File: src/hw/rtl/dotir_pkg.sv
// shared types and constants of the object table
`default_nettype none
package dotir_pkg;
   localparam int MAX_OBJECTS = 64;
   localparam int ID_W        = 6;
   localparam int SLOT_W      = 6;
   localparam int CNT_W       = 7;
   localparam int WORD_W      = 64;

   typedef enum logic [1:0] {
      OP_ADD    = 2'd0,
      OP_DELETE = 2'd1,
      OP_EXISTS = 2'd2,
      OP_READ   = 2'd3
   } op_type;

   typedef enum logic [1:0] {
      ST_OK      = 2'd0,
      ST_FULL    = 2'd1,
      ST_NO_OBJ  = 2'd2,
      ST_UNUSED  = 2'd3
   } status_type;

   localparam logic [1:0] SEL_POS = 2'd0;
   localparam logic [1:0] SEL_VEL = 2'd1;
   localparam logic [1:0] SEL_ACC = 2'd2;

   typedef logic [WORD_W-1:0] word_type;

   typedef struct packed {
      word_type mass;
      word_type radius;
      word_type pos_x;
      word_type pos_y;
      word_type pos_z;
      word_type vel_x;
      word_type vel_y;
      word_type vel_z;
      word_type acc_x;
      word_type acc_y;
      word_type acc_z;
   } row_type;

   // controller to datapath
   typedef struct packed {
      logic capture;
      logic look;
      logic fetch;
      logic exec;
   } cmd_type;

   // datapath to controller
   typedef struct packed {
      logic out_stall;
   } stat_type;
endpackage
`default_nettype wire

File: src/hw/rtl/dotir_ctrl.sv
// sequencer for the object table: capture, lookup, fetch, execute
`default_nettype none
module dotir_ctrl import dotir_pkg::*; (
   input  wire logic     clock,
   input  wire logic     reset,
   input  wire logic     req_tvalid,
   output logic          req_tready,
   input  wire stat_type stat,
   output cmd_type       cmd
);
   typedef enum logic [3:0] {
      S_IDLE  = 4'b0001,
      S_LOOK  = 4'b0010,
      S_FETCH = 4'b0100,
      S_EXEC  = 4'b1000
   } state_type;

   state_type state_ff, state_in;

   // next state
   always_comb begin
      state_in = state_ff;
      unique case (state_ff)
         S_IDLE:  if (req_tvalid) state_in = S_LOOK;
         S_LOOK:  state_in = S_FETCH;
         S_FETCH: state_in = S_EXEC;
         S_EXEC:  if (!stat.out_stall) state_in = S_IDLE;
         default: state_in = S_IDLE;
      endcase
   end

   always_ff @(posedge clock) begin
      if (reset) state_ff <= S_IDLE;
      else       state_ff <= state_in;
   end

   // commands
   assign req_tready  = (state_ff == S_IDLE);
   assign cmd.capture = (state_ff == S_IDLE) && req_tvalid;
   assign cmd.look    = (state_ff == S_LOOK);
   assign cmd.fetch   = (state_ff == S_FETCH);
   assign cmd.exec    = (state_ff == S_EXEC) && !stat.out_stall;
endmodule
`default_nettype wire

File: config.mk
export PLATFORM = sky130hd
export DESIGN_NAME = dotir_ctrl
export DESIGN_NICKNAME = d
export VERILOG_FILES = /design/src/hw/rtl/dotir_pkg.sv /design/src/hw/rtl/dotir_ctrl.sv
export SDC_FILE = /design/constraint.sdc
export NUM_CORES = 1
export LEC_CHECK = 0
export ABC_AREA = 1
export BUFFER_PORTS_ARGS = -buffer_cell sky130_fd_sc_hd__buf_4
export CAP_MARGIN = 30
export CORE_AREA = 2 2 39 41
export CTS_CLUSTER_SIZE = 10
export DETAILED_ROUTE_END_ITERATION = 10
export DIE_AREA = 0 0 41 43
export PLACE_DENSITY_LB_ADDON = 0.15
export SETUP_SLACK_MARGIN = 0.02
export SYNTH_ARGS = -nofsm -noshare
export SYNTH_HDL_FRONTEND = slang
export SYNTH_SLANG_ARGS = --single-unit
File: constraint.sdc
create_clock -name clock -period 1.75 [get_ports clock]
set_input_delay 0.35 -clock clock [delete_from_list [all_inputs] [get_ports clock]]
set_output_delay 0.35 -clock clock [all_outputs]
set_load 0.02 [all_outputs]
==> results of run 1 <==
-- cell families after synthesis --
logic type             after synthesis  synth area share
buffers and inverters               12             0.212
AND/OR/NAND/NOR                     22             0.419
flip-flops                           4             0.348
AO/OA/AOI/OAI                        1            0.0217
-- cell usage in the layout (no fill, tap or decap) --
cell type | Yosys | final
inv_1 | 10 | 10
nor2_1 | 7 | 7
nor3_1 | 1 | 1
dfxtp_1 | 4 | 4
nand2_1 | 8 | 8
nor2_2 | 3 | 3
nand2_2 | 1 | 1
clkbuf_4 | 0 | 3
a21oi_1 | 1 | 1
nand3_1 | 2 | 2
buf_4 | 1 | 8
inv_2 | 1 | 1
-- routing by layer --
layer	share of wire	global-route usage
met5	0	0
met4	0	0.100
met3	0.058	0.0157
met2	0.47	0.0906
met1	0.48	0.0764
-- where the power goes --
group | internal (mW) | total, mW | switching [mW]
clock | 0.0766 | 0.112 | 0.0354
combinational | 0.0271 | 0.0656 | 0.0385
sequential | 0.0975 | 0.102 | 0.00460
-- path summary, 6_finish.rpt --
kind | to | slack (ps) | depth (start not counted)
worst max register to register | state_ff[0] | 810 | 6
worst min-delay path | state_ff[2] | 310 | 2
worst max-delay path | cmd[3] | 350 | 5
worst min register to register | state_ff[1] | 580 | 3
-- area by class of cell --
cell class,instances,area share
Tap cell,16,0.0615
Multi-Input combinational cell,23,0.312
Timing Repair Buffer,8,0.185
Clock buffer,3,0.0692
Sequential cell,4,0.246
Inverter,11,0.127
-- worst max-delay path, stage by stage, from the launching register on --
cell	delay [ps]
dfxtp_1	340
inv_1	60
nor2_2	110
nand2_2	80
nor2_1	90
buf_4	140
==> metrics.txt, run 1 <==
status=finished clean; critical path required time=about 1400 ps; placed cells=62; Tot Pwr=around 0.28 mW; Worst Slack Setup Final=between 300 and 400 ps; asr flop ratio synth=0; Post-Syn Area=230 um^2; DPL Wire Length=between 300 and 400 um; Initial Util=0.166; Top Ports=9; Startpoint Class=flip-flop; Final Net Count=55; fmax=approximately 700 MHz; final core occ=0.235; FF/Latch Area=around 80 um^2; CTS max path bufs=2; Max-slew headroom=0.879; Final period util=0.797; top cell type by total area after synthesis=dfxtp_1; sequential share of the synthesized area=0.348; unrepaired setup endpoints after global routing=no; first-pass GRT wire length=~790 um; via count=~230; Hold-fix buffers, CTS=0; min Tclk post-route=1400 ps; Max Cap Viol=0; vias in the first global route=220; DR pass1 iterations=4; kind of critical path=flip-flop to output port; Worst EP arrival=between 1000 and 1500 ps; origin of the critical flop-to-flop path=state_ff[2]; post-synth top area share=0.348; crit path from=state_ff[0]; post-place setup slack=approximately 580 ps; largest cells by area after synthesis=dfxtp_1, inv_1, nand2_1, nor2_1, nor2_2; hold path startpoint=reset; Rows=14; max FFs per register=4; initial antenna violation count=0; Area Growth Syn to Fin=41.3%; core area=roughly 0.0014 mm^2; leakage power=0.196 nW; number of clock sinks=4; CP endpoint kind=output port; Final Hold Viols=0; Worst VDD drop=roughly 0.26 mV; antenna cells=0; die height=approximately 43 um; Post-route DRC=0; Synth cell types=11; number of non-filler instances in the completed layout=65; FF+latch count, synth=4; Port Buffers=8; overall die area=0.00176 mm^2; CTS Root Cell=clkbuf_4; clk_lat worst skew=about 230 ps; cts bufs inserted=3; total power density per cell area=roughly 860 mW/mm^2; Post-synth top flop=dfxtp_1; setup violators final=0; drt total wl=roughly 460 um; CTS tree=yes; Syn Nets=43; fin area=325 um^2; Commonest cells post-synth=inv_1, nand2_1, nor2_1; synthesized area per cell=just under 6 um^2; DR vias/cell=about 3.6; Placed Area=a little over 300 um^2; number of enable flip-flop cells after synthesis=0; Slew @ Worst Pin=about 180 ps; share of cells above drive strength 1=0.327; CTS resizes=0; Routed Antenna Nets=0; Slew Limit Fails=0; Die Width=41 um; Reg with most FFs=state_ff; total track usage=0.0711; Post-CTS Setup Inserts=0; grt total ovfl=0; Final GP Congestion=slightly above 0.6; Initial DRC Count=3; Max H-tree Level=1; largest net degree at the start of global routing=5; cells after synthesis=39; min-delay worst type=input pin to flip-flop; largest registers=state_ff: 4 flops; crit path max fanout=3; Synth Warn #=0; routed length per placed instance=just over 7 um; most common cell in the netlist=inv_1; worst hold margin=about 310 ps; area of the multi-input gates=a little over 100 um^2; Fin Setup TNS=0 ps; clk_skew=between 2 and 3 ps; Reg clk slew, reported paths=around 40 ps; # fillers=163
Power figures use the tool's default switching activity.
==> run 2, diff against run 1 <==
Clock period 1.75 ns to 1.3 ns, I/O delays scaled along.
==> metrics.txt, run 2 (synthesis gave the netlist of run 1 again) <==
Reg clk slew, reported paths=40 ps (about the same); Fin Setup TNS=0 ps (unchanged); vias in the first global route=247 (was 220); Max Cap Viol=0 (unchanged); Rows=14 (unchanged); clk_skew=6.34 ps (was 2.69 ps); grt total ovfl=0 (unchanged); Top Ports=9 (unchanged); clk_lat worst skew=230 ps (about the same); Tot Pwr=0.396 mW (was 0.280 mW); Critical-path top delay cell=dfxtp_4 (was dfxtp_1); total track usage=0.0752 (was 0.0711); Slew @ Worst Pin=150 ps (was 180 ps); setup violators final=0 (unchanged); kind of critical path=flip-flop to output port (unchanged); Reg with most FFs=state_ff (unchanged); total power density per cell area=1030 mW/mm^2 (was 859 mW/mm^2); final core occ=0.278 (was 0.235); die height=43 um (unchanged); CTS max path bufs=2 (unchanged); Worst EP arrival=1020 ps (was 1050 ps); Initial DRC Count=1 (was 3); worst hold margin=211 ps (was 306 ps); largest net degree at the start of global routing=5 (unchanged); share of cells above drive strength 1=0.540 (was 0.327); commonest cells after routing, fill and taps aside=inv_1, nand2_1, buf_4, nor2_1, dfxtp_4 (was inv_1, nand2_1, buf_4, nor2_1, dfxtp_1); max FFs per register=4 (unchanged); Final GP Congestion=0.662 (was 0.619); Final Net Count=56 (was 55); Worst VDD drop=0.400 mV (was 0.265 mV); Final period util=0.986; sum of buffers and inverters on the critical path=2 (unchanged); min-delay worst type=input pin to flip-flop (unchanged); Port Buffers=8 (unchanged); Worst path max stage delay=370 ps (was 340 ps); critical path required time=1040 ps (was 1400 ps); status=finished clean (unchanged); Startpoint Class=flip-flop (unchanged); antenna cells=0 (unchanged); Max H-tree Level=1 (unchanged); Max-slew headroom=0.899 (was 0.879); core area=0.00138 mm^2 (unchanged); cts bufs inserted=3 (unchanged); DR pass1 iterations=6 (was 4); routed length per placed instance=7.83 um (was 7.12 um); Routed Antenna Nets=0 (unchanged); Top Family by Delay on Critical Path=flip-flops (unchanged); Hold-fix buffers, CTS=0 (unchanged); Die Width=41 um (unchanged); unrepaired setup endpoints after global routing=yes (was no); first-pass GRT wire length=828 um (was 786 um); CP endpoint kind=output port (unchanged); Final Hold Viols=0 (unchanged); via count=242 (was 231); overall die area=0.00176 mm^2 (unchanged); crit-path cells=inv_4, nor2_4, nand2_2, nor2_1, buf_4 (was inv_1, nor2_2, nand2_2, nor2_1, buf_4); crit path max fanout=3 (unchanged); min Tclk post-route=1280 ps; CTS Root Cell=clkbuf_4 (unchanged); fmax=about 800 MHz; Initial Util=0.166 (unchanged); Area Growth Syn to Fin=66.8% (was 41.3%); DR vias/cell=3.67 (was 3.55); Slew Limit Fails=0 (unchanged); largest registers=state_ff: 4 flops (unchanged); number of clock sinks=4 (unchanged); CTS tree=yes (unchanged); Post-route DRC=0 (unchanged); drt total wl=517 um (was 463 um); leakage power=0.205 nW (was 0.196 nW); initial antenna violation count=0 (unchanged)
[run 2: layer usage]
| layer | up-vias | track usage | share of wire |
|---|---|---|---|
| met5 | - | 0 | 0 |
| met4 | 0 | 0.100 | 0 |
| met3 | 0 | 0.0157 | 0.066 |
| met2 | 6 | 0.0938 | 0.52 |
| met1 | 104 | 0.0863 | 0.42 |
| li1 | 132 | - | - |
[run 2: layout make-up]
cell class	instances	area (um^2)
clock buffers	3	22.5
fillers	163	1000
inverters	11	43.8
multi-input cells	23	124
flip-flops and latches	4	95.1
well taps	16	20.0
repair buffers	9	78.8
[run 2: power by group]
part	internal, mW	switching (mW)
combinational	0.0467	0.0553
clock	0.103	0.0483
sequential	0.129	0.0142
total	0.278	0.118
[run 2: worst reg2reg max path: stages, from the launching register on]
cell and delay, ps:
dfxtp_4 360, inv_1 50, nor2_2 110, nand2_2 60, buf_4 130, nand2_1 60
nor2_1 40, nand2_1 50, nand2_1 40
[run 2: worst paths after layout]
| check | startpoint | end | slack, ps | cells after the start |
|---|---|---|---|---|
| setup reg to reg | state_ff[2] | state_ff[0] | 300 | 8 |
| hold / removal | reset | state_ff[3] | 210 | 2 |
| hold reg to reg | state_ff[3] | state_ff[1] | 550 | 3 |
| setup / recovery | state_ff[0] | cmd[3] | 20 | 5 |
[run 2: what timing repair did]
action | CTS | global route
hold endpoints to repair | 0 | 0
resized for setup | 9 | 12
pin swaps | 0 | 3
buffers inserted | 0 | 1
endpoints found under the setup margin | 5 | 5
[run 2: metrics by stage]
step	instances	instance area (um^2)	setup WS (ps)
finish	66	384	18.4
global route	66	384	-58.9
CTS	65	345	7.94
detailed placement	62	303	219
global placement	62	303	202
floorplan	39	230	208
==> run 3, diff against run 2 <==
Clock period 1.3 ns to 1.5 ns, I/O delays scaled along.
==> metrics.txt, run 3 (synthesis gave the netlist of run 1 again) <==
crit-path cells=inv_1, nor2_2, nand2_1, nor2_1, buf_4 (was inv_4, nor2_4, nand2_2, nor2_1, buf_4); Die Width=41 um (unchanged); max FFs per register=4 (unchanged); Max-slew headroom=0.883 (was 0.899); overall die area=0.00176 mm^2 (unchanged); grt total ovfl=0 (unchanged); Worst EP arrival=1050 ps (was 1020 ps); DR vias/cell=3.45 (was 3.67); min Tclk post-route=between 1000 and 1500 ps; sum of buffers and inverters on the critical path=2 (unchanged); Worst path max stage delay=380 ps (was 370 ps); drt total wl=458 um (was 517 um); Final Hold Viols=0 (unchanged); Worst VDD drop=0.276 mV (was 0.400 mV); Initial Util=0.166 (unchanged); routed length per placed instance=7.05 um (was 7.83 um); share of cells above drive strength 1=0.327 (was 0.540); min-delay worst type=input pin to flip-flop (unchanged); core area=0.00138 mm^2 (unchanged); CTS max path bufs=2 (unchanged); first-pass GRT wire length=738 um (was 828 um); leakage power=0.198 nW (was 0.205 nW); routing usage on met3=0.0157 (unchanged); Final Net Count=55 (was 56); unrepaired setup endpoints after global routing=no (was yes); GRT busiest layer=met4 (unchanged); clk_lat worst skew=240 ps (was 230 ps); Top Ports=9 (unchanged); Rows=14 (unchanged); via count=224 (was 242); Max Cap Viol=0 (unchanged); number of clock sinks=4 (unchanged); vias in the first global route=204 (was 247); Post-route DRC=0 (unchanged); Reg clk slew, reported paths=30 ps (was 40 ps); Slew Limit Fails=0 (unchanged); die height=43 um (unchanged); crit path max fanout=3 (unchanged); largest net degree at the start of global routing=5 (unchanged); Post-CTS Setup Inserts=0 (unchanged); largest registers=state_ff: 4 flops (unchanged); Final period util=0.899; Global Route met2 Usage=0.0938 (unchanged); fmax=742 MHz; final core occ=0.239 (was 0.278); initial antenna violation count=0 (unchanged); clk_skew=3.14 ps (was 6.34 ps); CTS tree=yes (unchanged); DR pass1 iterations=2 (was 6); total track usage=0.0723 (was 0.0752); Reg with most FFs=state_ff (unchanged); commonest cells after routing, fill and taps aside=inv_1, nand2_1, buf_4, nor2_1, dfxtp_1 (was inv_1, nand2_1, buf_4, nor2_1, dfxtp_4); met1 usage=0.0675 (was 0.0863); Max H-tree Level=1 (unchanged); Final GP Congestion=0.685 (was 0.662); Routed Antenna Nets=0 (unchanged); Fin Setup TNS=0 ps (unchanged); critical path required time=1200 ps (was 1040 ps); CP endpoint kind=output port (unchanged); post-place setup slack=386 ps (was 219 ps); setup violators final=0 (unchanged); Worst Slack Setup Final=152 ps (was 18.4 ps); total power density per cell area=1000 mW/mm^2 (was 1030 mW/mm^2); Port Buffers=8 (unchanged); antenna cells=0 (unchanged); DPL Wire Length=roughly 370 um; status=finished clean (unchanged); kind of critical path=flip-flop to output port (unchanged); Critical-path top delay cell=dfxtp_1 (was dfxtp_4); Startpoint Class=flip-flop (unchanged); cts bufs inserted=3 (unchanged); CTS Root Cell=clkbuf_4 (unchanged); most common cell after layout, fill and taps aside=inv_1; Top Family by Delay on Critical Path=flip-flops (unchanged); Initial DRC Count=3 (was 1); Area Growth Syn to Fin=43.5% (was 66.8%); Slew @ Worst Pin=175 ps (was 150 ps); worst hold margin=254 ps (was 211 ps)
==> run 3: power breakdown <==
group | switching (mW) | total (mW) | internal (mW)
registers | 0.00509 | 0.119 | 0.114
clock network | 0.0451 | 0.135 | 0.0895
logic | 0.0451 | 0.0770 | 0.0319
total | 0.0953 | 0.330 | 0.235
==> run 3: stage by stage <==
stage / power, mW / cell area (um^2) / std cells
floorplan: 0.170 / 230 / 39
global placement: 0.200 / 303 / 62
detailed placement: 0.198 / 303 / 62
CTS: 0.338 / 325 / 65
global route: 0.353 / 330 / 65
finish: 0.330 / 330 / 65
==> run 3: timing repair <==
action,CTS,global route
gates resized for setup,0,1
hold buffers,0,0
endpoints found under the setup margin,0,1
==> run 3: path summary, 6_finish.rpt <==
kind	end	cells past startpoint	slack [ps]	from
worst max-delay path	cmd[0]	5	150	state_ff[3]
worst min-delay path	state_ff[2]	2	250	reset
worst max register to register	state_ff[0]	7	570	state_ff[3]
worst min register to register	state_ff[2]	3	570	state_ff[0]
==> run 3: routing by layer <==
metal | vias up | share of wire
met5 | - | 0
met4 | 0 | 0.092
met3 | 5 | 0.050
met2 | 9 | 0.43
met1 | 81 | 0.42
li1 | 129 | -
==> run 3: area by class of cell <==
| class | instances | area, um^2 |
|---|---|---|
| tap | 16 | 20.0 |
| sequential | 4 | 80.1 |
| multi-input combinational | 23 | 106 |
| timing repair buffer | 8 | 60.1 |
| fill | 165 | 1050 |
| clock buffer | 3 | 22.5 |
| inverter | 11 | 41.3 |
==> run 3: worst register-to-register path, cell delays in order, from the launching register on <==
cell	delay (ps)
dfxtp_1	380
inv_1	70
nor2_2	90
nand3_1	100
nand2_1	70
inv_1	40
nand2_1	50
nand2_1	40
